File: src/rtl/sqc_pkg.sv
// sqc_pkg: widths, register indexes, lane and quad types for the sprite clipper
// used by every module and interface of the block; no dependencies
package sqc_pkg;

  localparam int COORD_W = 16;
  localparam int CLIP_W = 12;
  localparam int UV_W = 18;
  localparam int COL_W = 32;
  localparam int TEX_W = 8;
  localparam int SPAN_W = 17;
  localparam int PROD_W = UV_W + SPAN_W;
  localparam int NUM_W = PROD_W + 2;
  localparam int DEN_W = SPAN_W + 1;
  localparam int DIV_BITS = UV_W;
  localparam int LERP_DEPTH = DIV_BITS + 3;
  localparam int LANES = 4;
  localparam int VERTS = 6;
  localparam int VCNT_W = 3;
  localparam int CFG_IDX_W = 3;
  localparam int CFG_DATA_W = CLIP_W;

  typedef enum logic [CFG_IDX_W-1:0] {
    REG_CLIP_ENABLE = 3'd0,
    REG_CLIP_LEFT   = 3'd1,
    REG_CLIP_TOP    = 3'd2,
    REG_CLIP_RIGHT  = 3'd3,
    REG_CLIP_BOTTOM = 3'd4
  } cfg_reg_t;

  typedef enum logic [1:0] {
    LANE_LEFT   = 2'd0,
    LANE_RIGHT  = 2'd1,
    LANE_TOP    = 2'd2,
    LANE_BOTTOM = 2'd3
  } lane_t;

  typedef struct packed {
    logic                    enable;
    logic signed [CLIP_W-1:0] left;
    logic signed [CLIP_W-1:0] top;
    logic signed [CLIP_W-1:0] right;
    logic signed [CLIP_W-1:0] bottom;
  } clip_cfg_t;

  typedef struct packed {
    logic [UV_W-1:0]   a;
    logic              neg;
    logic [UV_W-1:0]   mag;
    logic [SPAN_W-1:0] n;
    logic [SPAN_W-1:0] d;
  } lerp_in_t;

  typedef struct packed {
    logic                      reject;
    logic signed [COORD_W-1:0] l;
    logic signed [COORD_W-1:0] t;
    logic signed [COORD_W-1:0] r;
    logic signed [COORD_W-1:0] b;
    logic [COL_W-1:0]          rgba;
    logic [TEX_W-1:0]          tex;
  } side_t;

  typedef struct packed {
    logic signed [COORD_W-1:0] l;
    logic signed [COORD_W-1:0] t;
    logic signed [COORD_W-1:0] r;
    logic signed [COORD_W-1:0] b;
    logic [UV_W-1:0]           ul;
    logic [UV_W-1:0]           ut;
    logic [UV_W-1:0]           ur;
    logic [UV_W-1:0]           ub;
    logic [COL_W-1:0]          rgba;
    logic [TEX_W-1:0]          tex;
  } quad_t;

  function automatic lerp_in_t make_lane(logic [UV_W-1:0] a, logic [UV_W-1:0] b,
                                         logic act, logic signed [SPAN_W:0] n,
                                         logic signed [SPAN_W:0] d);
    logic signed [UV_W:0] diff;
    lerp_in_t             o;
    diff = $signed({1'b0, b}) - $signed({1'b0, a});
    o.a = a;
    o.neg = diff[UV_W];
    o.mag = diff[UV_W] ? UV_W'(-diff) : UV_W'(diff);
    o.n = SPAN_W'(n);
    o.d = SPAN_W'(d);
    if (!act) begin
      o.mag = '0;
      o.n = '0;
      o.d = SPAN_W'(1);
    end
    return o;
  endfunction

endpackage

File: src/rtl/sqc_setup.sv
// sqc_setup: rejection test, clipped edges and lerp lane operands, one register stage
// depends on sqc_pkg
module sqc_setup
  import sqc_pkg::*;
(
  input  logic                      clk,
  input  logic                      adv,
  input  clip_cfg_t                 cfg,
  input  logic signed [COORD_W-1:0] l,
  input  logic signed [COORD_W-1:0] t,
  input  logic signed [COORD_W-1:0] r,
  input  logic signed [COORD_W-1:0] b,
  input  logic [UV_W-1:0]           ul,
  input  logic [UV_W-1:0]           ut,
  input  logic [UV_W-1:0]           ur,
  input  logic [UV_W-1:0]           ub,
  input  logic [COL_W-1:0]          rgba,
  input  logic [TEX_W-1:0]          tex,
  output lerp_in_t                  lane [LANES],
  output side_t                     side
);

  logic signed [COORD_W-1:0] cl, ct, cr, cb;
  logic signed [SPAN_W:0]    dx, dy, n_l, n_r, n_t, n_b;
  logic                      reject, act_l, act_r, act_t, act_b;
  lerp_in_t                  lane_next [LANES];
  side_t                     side_next;

  always_comb begin
    cl = {cfg.left, 4'b0};
    ct = {cfg.top, 4'b0};
    cr = {cfg.right, 4'b0};
    cb = {cfg.bottom, 4'b0};
    reject = cfg.enable && (l >= cr || r < cl || t >= cb || b < ct);
    act_l = cfg.enable && !reject && l < cl;
    act_r = cfg.enable && !reject && r > cr;
    act_t = cfg.enable && !reject && t < ct;
    act_b = cfg.enable && !reject && b > cb;
    dx = (SPAN_W+1)'(r) - (SPAN_W+1)'(l);
    dy = (SPAN_W+1)'(b) - (SPAN_W+1)'(t);
    n_l = (SPAN_W+1)'(cl) - (SPAN_W+1)'(l);
    n_r = (SPAN_W+1)'(r) - (SPAN_W+1)'(cr);
    n_t = (SPAN_W+1)'(ct) - (SPAN_W+1)'(t);
    n_b = (SPAN_W+1)'(b) - (SPAN_W+1)'(cb);
    lane_next[LANE_LEFT]   = make_lane(ul, ur, act_l, n_l, dx);
    lane_next[LANE_RIGHT]  = make_lane(ur, ul, act_r, n_r, dx);
    lane_next[LANE_TOP]    = make_lane(ub, ut, act_t, n_t, dy);
    lane_next[LANE_BOTTOM] = make_lane(ut, ub, act_b, n_b, dy);
    side_next.reject = reject;
    side_next.l = act_l ? cl : l;
    side_next.r = act_r ? cr : r;
    side_next.t = act_t ? ct : t;
    side_next.b = act_b ? cb : b;
    side_next.rgba = rgba;
    side_next.tex = tex;
  end

  always_ff @(posedge clk) begin
    if (adv) begin
      lane <= lane_next;
      side <= side_next;
    end
  end

endmodule

File: config.mk
export PLATFORM = sky130hd
export DESIGN_NAME = sqc_setup
export DESIGN_NICKNAME = d
export VERILOG_FILES = /design/src/rtl/sqc_pkg.sv /design/src/rtl/sqc_setup.sv
export SDC_FILE = /design/constraint.sdc
export NUM_CORES = 1
export LEC_CHECK = 0
export ABC_AREA = 1
export BUFFER_PORTS_ARGS = -buffer_cell sky130_fd_sc_hd__buf_2
export CORE_ASPECT_RATIO = 1.75
export CORE_MARGIN = 8
export CORE_UTILIZATION = 40
export CTS_CLUSTER_SIZE = 30
export DETAILED_ROUTE_END_ITERATION = 10
export GPL_TIMING_DRIVEN = 1
export MAX_ROUTING_LAYER = met4
export SLEW_MARGIN = 10
export SYNTH_ARGS = -nofsm -noshare
export SYNTH_HDL_FRONTEND = slang
export SYNTH_SLANG_ARGS = --single-unit
File: constraint.sdc
create_clock -name clk -period 3.3 [get_ports clk]
set_input_delay 0.66 -clock clk [delete_from_list [all_inputs] [get_ports clk]]
set_output_delay 0.66 -clock clk [all_outputs]
set_load 0.03 [all_outputs]
# Word level (Yosys, flattened, before mapping)

Index checks and enable logic that the tools add are counted.

Output and inout port bits: 389
Logic and storage cells: 71
Input bits: 227
Bits in registers: 389

Add/sub/neg operators: 14
Order comparisons: 8
Reduce and logical (&&, ||, !) cells: 10
Mux-type cells: 8

Operators by type and width:

| kind                               | number |
|---|---|
| subtractor 16 x 16 -> 17 bit       | 6 |
| subtractor 18 x 18 -> 19 bit       | 4 |
| 2-to-1 mux 18 bit                  | 4 |
| negation 18 bit                    | 4 |
| < comparator 16 bit                | 4 |
| 2-to-1 mux 16 bit                  | 4 |
| greater-or-equal comparator 16 bit | 2 |
| greater-than comparator 16 bit     | 2 |
| logical AND 1 bit                  | 6 |
| logical OR 1 bit                   | 3 |
| logical NOT 1 bit                  | 1 |

# Logic depth before layout (Yosys ltp)

Gate-level depths: netlist (run 1).

Word-level depth: 9
Depth in mapped cells: 19
Gate-level depth less buffers: 18

# Worst setup path before layout (run 1)

OpenSTA, ideal clock, no wires.

Path type: input to register
Start: input ur[0]
End: register lane[261] (netlist bit), data pin
Arrival time: 2486 ps
Stages: 17
Buffers on the path: 0
Required time: 3047 ps
Path slack: 561 ps
Cell sequence: inv_1 -> ha_1 -> inv_1 -> fa_1 -> inv_1 -> ha_1 -> inv_1 -> nor2_1 -> nand3_1 -> nor2_1 -> nand3_1 -> nand2_1 -> nand3_1 -> nor2_1 -> nand2_1 -> nand2_1 -> nor2_1

Cells in the longest elaborated chain, start to end: 3

Ends and longest elaborated chain:

| element                        | line            | text |
|---|---|---|
| start: declaration             | sqc_setup.sv:15 | `input logic [UV_W-1:0] ur,` |
| subtractor 18 x 18 -> 19 bit * | sqc_pkg.sv:81   | `diff = $signed({1'b0, b}) - $signed({1'b0, a});` |
| negation 18 bit                | sqc_pkg.sv:84   | `o.mag = diff[UV_W] ? UV_W'(-diff) : UV_W'(diff);` |
| 2-to-1 mux 18 bit *            | sqc_pkg.sv:84   |  |
| end signal: assignment         | sqc_setup.sv:60 | `lane <= lane_next;` |
| end: declaration               | sqc_setup.sv:19 | `output lerp_in_t lane [LANES],` |

Mark *: on every way between the ends. The rest lies on a longest branch, timed or not.
A chain may end at the register's enable or synchronous reset.

# Worst setup path in the final report (run 1)

Start: input cfg[11] (netlist bit)
End: register lane[37] (netlist bit), data pin

Cells in the longest elaborated chain, start to end: 7
Elaborated cells on any way between the ends: 8
Those cells by class: 2 x order compare; 6 x reduce/logical

Ends and longest elaborated chain:

| element                            | line            | text |
|---|---|---|
| start: declaration                 | sqc_setup.sv:8  | `input clip_cfg_t cfg,` |
| greater-or-equal comparator 16 bit | sqc_setup.sv:34 | `reject = cfg.enable && (l >= cr \|\| r < cl \|\| t >= cb \|\| b < ct);` |
| logical OR 1 bit (2 in a row)      | sqc_setup.sv:34 |  |
| logical AND 1 bit                  | sqc_setup.sv:34 |  |
| logical NOT 1 bit                  | sqc_setup.sv:38 | `act_b = cfg.enable && !reject && b > cb;` |
| logical AND 1 bit                  | sqc_setup.sv:38 |  |
| logical AND 1 bit *                | sqc_setup.sv:38 |  |

Marks and branches as above.

==> impl_metrics.json, run 1 <==
{
  "status": "completed",
  "critPathMaxStageDelay_ns": 0.32,
  "max-cap-violations": 0,
  "design_area_sq_um": 31270,
  "place_congestion": 0.9547,
  "first_global_vias": 22480,
  "route.detailed.drc": 0,
  "power_mw": 14.97,
  "worstPathCellList": "buf_2 -> inv_1 -> ha_1 -> nand2_1 -> nor2_1 -> and2_1 -> nand2_1 -> nand3_1 -> nand2_1 -> nand3_1 -> nor2_4 -> nand4_1 -> buf_12 -> buf_12 -> nor3_1",
  "rsz0062_at_grt": "false",
  "powerDensity_nw_per_um2": 478.8,
  "start_kind": "primary input",
  "period_share_pct": 81.29,
  "cts_resized": 0,
  "finalHoldViolCount": 0,
  "crit_path_top_delay_cell": "ha_1",
  "min_path_type": "in -> reg",
  "path_delay_family": "simple AND/OR/NAND/NOR gates",
  "critPathMostFrequentCell": "nand2_1",
  "final_layout_size_suffix_gt1_share_pct": 23.97,
  "core_sq_um": 62220,
  "final_net_count": 4114,
  "slew_headroom_pct": 63.89,
  "ctsHoldBuffers": 0,
  "gr-usage-all-layers_pct": 24.99,
  "internal-power_mw": 9.774,
  "yosysUniqueCellTypes": 47,
  "worstSetupPathType": "in -> reg",
  "maxSlewViolCount": 0,
  "drtIter0Drc": 1158,
  "syn2layout_area_growth_pct": 24.17,
  "ys_ff_latch": 389,
  "cellLeakagePower_nw": 15.56,
  "die_w_um": 205.7,
  "syn-cell-area_sq_um": 25180,
  "firstDrtPassIters": 6,
  "start_util_pct": 40.47,
  "pin_count": 616,
  "cts_buffers": 39,
  "crit_required_ns": 3.70,
  "setup_ws_ns": 0.6174,
  "fin_util_pct": 50.25,
  "setup_viol": 0,
  "grt_max_degree": 77,
  "dp_cells": 4429,
  "grt-ovfl-total": 0,
  "p_switching_mw": 5.196,
  "worstMarginPinSlew_ns": 0.5416,
  "fin_hold_ws_ns": 0.2641,
  "clock_tree.root_cell": "clkbuf_16",
  "ctsLongestPathBuffers": 3,
  "finalCriticalPeriod_ns": 2.683,
  "cp_max_fo": 38,
  "ant_nets": 0,
  "postCtsSetupBuffers": 0,
  "critPathArrivalTime_ns": 3.09,
  "vdd_drop_max_mv": 0.4496,
  "syn_area_per_cell_sq_um": 8.522,
  "num_rows": 121,
  "yosys_warnings": 0,
  "switching_share_pct": 34.71,
  "comb_power_share_pct": 29.7,
  "drt_wl_total_um": 90040,
  "synth_nets": 3398,
  "critPathCaptureType": "register",
  "cp.buffers_inverters": 4,
  "syn-instance-count": 2955,
  "clk_transition_reported_paths_ns": 0.06,
  "dp_slack_ns": 0.02001,
  "htreeDepth": 2,
  "num_vias": 22299,
  "grt_pass1_wl_um": 131900,
  "dieArea_sq_um": 71550,
  "cts_tree": "built",
  "clock-sinks": 389,
  "clkPwrFrac_pct": 30.5,
  "layout.cells.non_filler": 4508,
  "wl_per_cell_um": 19.97,
  "ys_seq_area_share_pct": 46.39,
  "grt_antenna_before_repair": 11,
  "dp_hpwl_um": 75780,
  "fmaxAchievable_ghz": 0.3728,
  "vias_per_cell": 4.947,
  "portBuffers": 615,
  "seq_power_share_pct": 39.8,
  "fin_tns_setup_ns": 0,
  "placed_area_sq_um": 29980,
  "die_h_um": 347.9
}
## cells in the mapped netlist, drive strengths merged
library cell	number	area share, %
nand2	786	12
inv	454	6.8
edfxtp	389	46
nor2	329	5.2
ha	208	10
a21oi	186	4.1
nand3	181	3.7
o21ai	120	2.4
xor2	73	2.5
buf	45	1.4
nand4	35	0.89
nor3	30	0.76
or2	22	0.55
xnor2	19	0.66
a31oi	13	0.32
clkbuf	9	0.13
o21bai	9	0.27
a21o	8	0.24
fa	8	0.64
a21boi	6	0.18
nor4	6	0.15
and2	4	0.099
nand3b	4	0.12
o211ai	3	0.089
o21a	3	0.089
a211oi	2	0.060
a2111oi	1	0.035
a221oi	1	0.035
a31o	1	0.035
## worst paths after layout
kind / startpoint / endpoint / slack (ns) / depth (start not counted)
worst max-delay path: cfg[11] / lane[37] / 0.62 / 15
worst min-delay path: rgba[18] / side[26] / 0.26 / 1
## state kept, by name (all words and copies together) (netlist names)
signal / cells
side: 105
lane: 284
## power by group through the flow
stage / Sequential (mW) / Combinational (mW) / Clock (mW)
floorplan: 6.84 / 2.05 / 0
global placement: 6.07 / 4.44 / 0
detailed placement: 6.07 / 4.45 / 0
CTS: 5.97 / 4.47 / 4.70
global route: 6.00 / 4.87 / 4.84
finish: 5.96 / 4.44 / 4.57
## cell families after synthesis
group	Yosys count	synth area share (%)
buffers and inverters	508	8.268
AO/OA/AOI/OAI	353	7.910
XOR/XNOR	92	3.200
flip-flops	389	46.39
adder cells (fa/ha/maj)	216	10.97
AND/OR/NAND/NOR	1397	23.26
## layout by cell type, fill, tap and decap left out, types with 5 or more instances in the layout
master and count:
bufinv_16 5, nor4_1 6, nand2_2 6, fa_1 8, nand2_1 777, buf_12 18, clkbuf_16 39, nor3_2 6
nor3_1 23, xnor2_1 19, nand3_1 177, o21bai_1 9, nand4_1 34, clkinvlp_4 6, nor2_1 314, inv_1 443
buf_2 614, or2_2 20, xor2_1 73, buf_4 96, inv_2 11, o21ai_0 76, edfxtp_1 389, a31oi_1 13
ha_1 208, nor2_4 5, clkinv_2 11, clkinv_1 5, a21boi_0 5, diode_2 9, a21oi_1 161, a21oi_2 23
a21o_1 8, nor2_2 10, o21ai_1 41
## final cells by class
type	instances	area, sq um
Tap cell	799	999.7
Inverter	454	1704
Antenna cell	9	22.52
Fill cell	6092	30950
Multi-Input combinational cell	2058	11430
Timing Repair Buffer	729	4169
Clock buffer	42	987.2
Clock inverter	28	277.8
Sequential cell	389	11680
## per-layer routing
| metal | up-vias | track usage (%) | share of wire, % |
|---|---|---|---|
| met2 | 723 | 46.10 | 53 |
| met4 | 0 | 10.23 | 4.1 |
| li1 | 11169 | - | - |
| met5 | - | - | 0 |
| met1 | 10257 | 24.76 | 35 |
| met3 | 150 | 5.655 | 7.8 |
Power figures use the tool's default switching activity.
==> run 2, diff against run 1 <==
Clock period 3.3 ns to 2.5 ns, I/O delays scaled along.
==> impl_metrics.json, run 2 (synthesis gave the netlist of run 1 again) <==
{
  "clk_transition_reported_paths_ns": 0.07,
  "crit_path_top_delay_cell": "ha_1",
  "drt_wl_total_um": 94370,
  "cts_buffers": 39,
  "core_sq_um": 62220,
  "multi_input_area_sq_um": 11570,
  "critPathArrivalTime_ns": 2.80,
  "internal-power_mw": 14.23,
  "maxSlewViolCount": 0,
  "start_kind": "primary input",
  "vdd_drop_max_mv": 0.5692,
  "largest_register_ffs": 284,
  "status": "completed",
  "grt-ovfl-total": 0,
  "vias_per_cell": 4.807,
  "final_common_cell": "nand2_1",
  "crit_required_ns": 2.91,
  "firstDrtPassIters": 7,
  "clock_tree.root_cell": "clkbuf_16",
  "met2_usage_pct": 48.22,
  "cp_max_fo": 20,
  "clock-sinks": 389,
  "ctsLongestPathBuffers": 3,
  "layout_common_cells": "772 x nand2_1, 691 x buf_4, 613 x buf_2, 431 x inv_1, 389 x edfxtp_1",
  "seq_area_sq_um": 11680,
  "dp_hpwl_um": 80150,
  "worstPathCellList": "buf_2 -> inv_1 -> ha_1 -> nand2_2 -> nor2_1 -> buf_4 -> and2_1 -> nand2_1 -> nand3_1 -> nand2_1 -> nand3_2 -> nor2_4 -> buf_6 -> nand4_1 -> buf_4 -> buf_12 -> buf_12 -> nor3_1",
  "critPathMaxStageDelay_ns": 0.26,
  "cp.buffers_inverters": 7,
  "grt_use_met3_pct": 5.283,
  "dp_cells": 5030,
  "gr-usage-all-layers_pct": 26.14,
  "ant_nets": 0,
  "final_net_count": 4718,
  "dieArea_sq_um": 71550,
  "period_share_pct": 95.50,
  "clkPwrFrac_pct": 29.2,
  "powerDensity_nw_per_um2": 591.8,
  "rsz0062_at_grt": "true",
  "layout.cells.non_filler": 5111,
  "fmaxAchievable_ghz": 0.4189,
  "p_switching_mw": 7.159,
  "fin_tns_setup_ns": 0,
  "switching_share_pct": 33.47,
  "worstMarginPinSlew_ns": 0.5018,
  "setup_viol": 0,
  "num-fill-cells": 5815,
  "slew_headroom_pct": 66.55,
  "route.detailed.drc": 0,
  "path_delay_family": "simple AND/OR/NAND/NOR gates",
  "start_util_pct": 40.47,
  "fin_hold_ws_ns": 0.1013,
  "cellLeakagePower_nw": 18.54,
  "place_congestion": 0.9751,
  "gr-max-usage-layer": "met2",
  "min_path_type": "in -> reg",
  "max-cap-violations": 0,
  "portBuffers": 615,
  "grt_use_met1_pct": 26.25,
  "finalHoldViolCount": 0,
  "grt_max_degree": 72,
  "worstSetupPathType": "in -> reg",
  "regMostFlops": "lane",
  "fin_util_pct": 58.08,
  "seq_power_share_pct": 37.0,
  "power_mw": 21.39,
  "die_w_um": 205.7,
  "die_h_um": 347.9,
  "num_rows": 121,
  "syn2layout_area_growth_pct": 43.52,
  "grt_antenna_before_repair": 8,
  "finalCriticalPeriod_ns": 2.387,
  "ctsHoldBuffers": 0,
  "htreeDepth": 2,
  "final_layout_size_suffix_gt1_share_pct": 35.64,
  "grt_pass1_wl_um": 140000,
  "critPathCaptureType": "register",
  "drtIter0Drc": 1053,
  "pin_count": 616,
  "layout_top_registers": "lane x284, side x105",
  "cts_tree": "built",
  "comb_power_share_pct": 33.8,
  "num_vias": 24567,
  "wl_per_cell_um": 18.46,
  "first_global_vias": 25126
}
[run 2: cell count changes in the layout (fill, tap and decap cells not counted), moves of 5 or more]
| cell | previous run | this run |
|---|---|---|
| ha_2 | 0 | 5 |
| clkinvlp_4 | 6 | 1 |
| nand2_2 | 6 | 11 |
| buf_12 | 18 | 26 |
| clkinv_2 | 11 | 6 |
| inv_2 | 11 | 20 |
| nand2_1 | 777 | 772 |
| nor2_1 | 314 | 303 |
| nor2_2 | 10 | 21 |
| inv_1 | 443 | 431 |
| buf_4 | 96 | 691 |
| ha_1 | 208 | 199 |
[run 2: area by class of cell]
cell class	instances	area share (%)
antenna	8	0.05539
clock inverter	25	0.8032
inverter	454	4.743
tap	799	2.766
clock buffer	45	2.880
timing repair buffer	1333	24.43
multi-input combinational	2058	32.00
sequential	389	32.32
[run 2: worst paths after layout]
kind,startpoint,to,depth (start not counted)
max,cfg[6],lane[37],18
min,rgba[30],side[38],1
[run 2: power by group through the flow]
stage | clock network, mW | registers, mW | logic (mW)
after floorplan | 0 | 9.03 | 2.74
after global placement | 0 | 8.04 | 7.19
after detailed placement | 0 | 8.05 | 7.22
after CTS | 6.40 | 7.92 | 7.25
after global routing | 6.61 | 7.94 | 7.89
final | 6.25 | 7.91 | 7.23
[run 2: per-stage QoR]
step	worst slack (ns)	instance area, sq um
final	0.1126	36140
after global routing	-0.002146	36140
after CTS	0.1419	36030
after detailed placement	-0.4902	34700
after global placement	-0.5312	34700
after floorplan	-0.003283	25290
[run 2: repair_timing]
item / CTS / global route
resized for setup: 0 / 20
setup buffers: 0 / 2
endpoints found under the setup margin: 0 / 27
[run 2: per-layer routing]
layer | up-vias | share of wire [%]
met5 | - | 0
met4 | 0 | 4.3
met3 | 162 | 7.0
met2 | 698 | 53
met1 | 11329 | 36
li1 | 12378 | -
==> run 3, diff against run 2 <==
Settings changed: CELL_PAD_IN_SITES_DETAIL_PLACEMENT set to 1, CELL_PAD_IN_SITES_GLOBAL_PLACEMENT set to 1, PLACE_DENSITY_LB_ADDON set to 0.1.
==> impl_metrics.json, run 3 (synthesis gave the netlist of run 1 again) <==
{
  "worstSetupPathType": "in -> reg",
  "start_util_pct": 40.47,
  "ctsHoldBuffers": 0,
  "crit_required_ns": 2.92,
  "dp_hpwl_um": 95900,
  "grt_pass1_wl_um": 166900,
  "period_share_pct": 102.6,
  "multi_input_area_sq_um": 11800,
  "critPathArrivalTime_ns": 2.98,
  "clock-sinks": 389,
  "worstMarginPinSlew_ns": 0.6073,
  "die_h_um": 347.9,
  "wl_per_cell_um": 22.59,
  "final_layout_size_suffix_gt1_share_pct": 36.97,
  "clk_transition_reported_paths_ns": 0.07,
  "rsz0062_at_grt": "true",
  "fin_hold_ws_ns": 0.09821,
  "grt-ovfl-total": 0,
  "num_rows": 121,
  "grt_antenna_before_repair": 9,
  "seq_power_share_pct": 37.0,
  "firstDrtPassIters": 5,
  "cp_max_fo": 5,
  "drtIter0Drc": 1009,
  "grt_max_degree": 66,
  "p_switching_mw": 7.627,
  "ctsLongestPathBuffers": 3,
  "maxSlewViolCount": 0,
  "fin_tns_setup_ns": -0.6792,
  "regMostFlops": "lane",
  "setup_ws_ns": -0.06399,
  "place_congestion": 0.9563,
  "ant_nets": 0,
  "clkPwrFrac_pct": 26.9,
  "seq_area_sq_um": 11680,
  "internal-power_mw": 13.82,
  "vdd_drop_max_mv": 0.5076,
  "dp_slack_ns": -0.7858,
  "setup_viol": 18,
  "layout.cells.non_filler": 5134,
  "gr-usage-all-layers_pct": 31.39,
  "status": "finished, violations left",
  "failed_checks": "negative setup slack",
  "fmaxAchievable_ghz": 0.3900,
  "layout_common_cells": "767 x nand2_1, 704 x buf_4, 613 x buf_2, 429 x inv_1, 389 x edfxtp_1",
  "dp_cells": 5034,
  "critPathCaptureType": "register",
  "die_w_um": 205.7,
  "route.detailed.drc": 0,
  "clock_tree.root_cell": "clkbuf_16",
  "power_mw": 21.45,
  "cellLeakagePower_nw": 18.69,
  "final_common_cell": "nand2_1",
  "htreeDepth": 2,
  "powerDensity_nw_per_um2": 587.0,
  "comb_power_share_pct": 36.1,
  "final_net_count": 4742,
  "core_sq_um": 62220,
  "switching_share_pct": 35.56,
  "min_path_type": "in -> reg",
  "largest_register_ffs": 284,
  "finalCriticalPeriod_ns": 2.564,
  "portBuffers": 615,
  "num-fill-cells": 7680,
  "vias_per_cell": 5.127,
  "slew_headroom_pct": 59.08,
  "syn2layout_area_growth_pct": 45.11,
  "start_kind": "primary input",
  "num_vias": 26323,
  "first_global_vias": 28986,
  "max-cap-violations": 0,
  "dieArea_sq_um": 71550,
  "pin_count": 616,
  "layout_top_registers": "lane x284, side x105",
  "cts_buffers": 39,
  "cts_tree": "built",
  "drt_wl_total_um": 116000,
  "finalHoldViolCount": 0
}
==> run 3: power groups by stage <==
stage | clock, mW | sequential (mW) | combinational (mW)
global placement | 0 | 8.04 | 7.24
global route | 6.06 | 7.96 | 8.31
detailed placement | 0 | 8.06 | 7.50
floorplan | 0 | 9.03 | 2.74
finish | 5.78 | 7.93 | 7.74
CTS | 5.89 | 7.93 | 7.56
==> run 3: final cells by class <==
cell class	instances	share of cell area, %
multi-input combinational	2058	32.29
sequential	389	31.97
timing repair buffer	1357	25.01
inverter	454	4.698
clock buffer	51	2.911
tap	799	2.736
clock inverter	19	0.3390
antenna	7	0.04794
==> run 3: timing repair <==
item                       4_1_cts  5_1_grt
setup buffers                    2       14
pin swaps                        2        9
setup endpoints to repair      198      254
gates resized for setup          2       80
gates cloned                     0        7
==> run 3: final timing paths <==
kind                  cells after the start  startpoint  slack [ns]   endpoint
worst max-delay path                     17     cfg[45]       -0.06  lane[169]
worst min-delay path                      1     rgba[6]         0.1   side[14]
==> run 3: worst max-delay path: stages <==
cell and delay [ns]:
buf_2 0.14, inv_1 0.07, ha_1 0.34, a21oi_2 0.16, o21ai_0 0.14, a21oi_1 0.21
nand2_1 0.08, nand2_1 0.06, nand2_1 0.10, nor2_4 0.17, buf_6 0.14, nand4_1 0.11
buf_4 0.19, buf_12 0.13, clkbuf_16 0.15, buf_4 0.14, nor2_1 0.14
==> run 3: metal layers <==
layer | share of wire (%) | GRT usage, %
met2 | 52 | 57.75
met3 | 6.8 | 6.613
met5 | 0 | -
met1 | 34 | 29.93
met4 | 6.6 | 16.87
==> run 3: per-stage QoR <==
| stage | cell area, sq um | utilization (%) |
|---|---|---|
| 2_1_floorplan | 25290 | - |
| 3_3_place_gp | 34730 | 55.81 |
| 3_5_place_dp | 34730 | 55.81 |
| 4_1_cts | 35940 | 57.75 |
| 5_1_grt | 36540 | 58.72 |
| 6_report | 36540 | 58.72 |
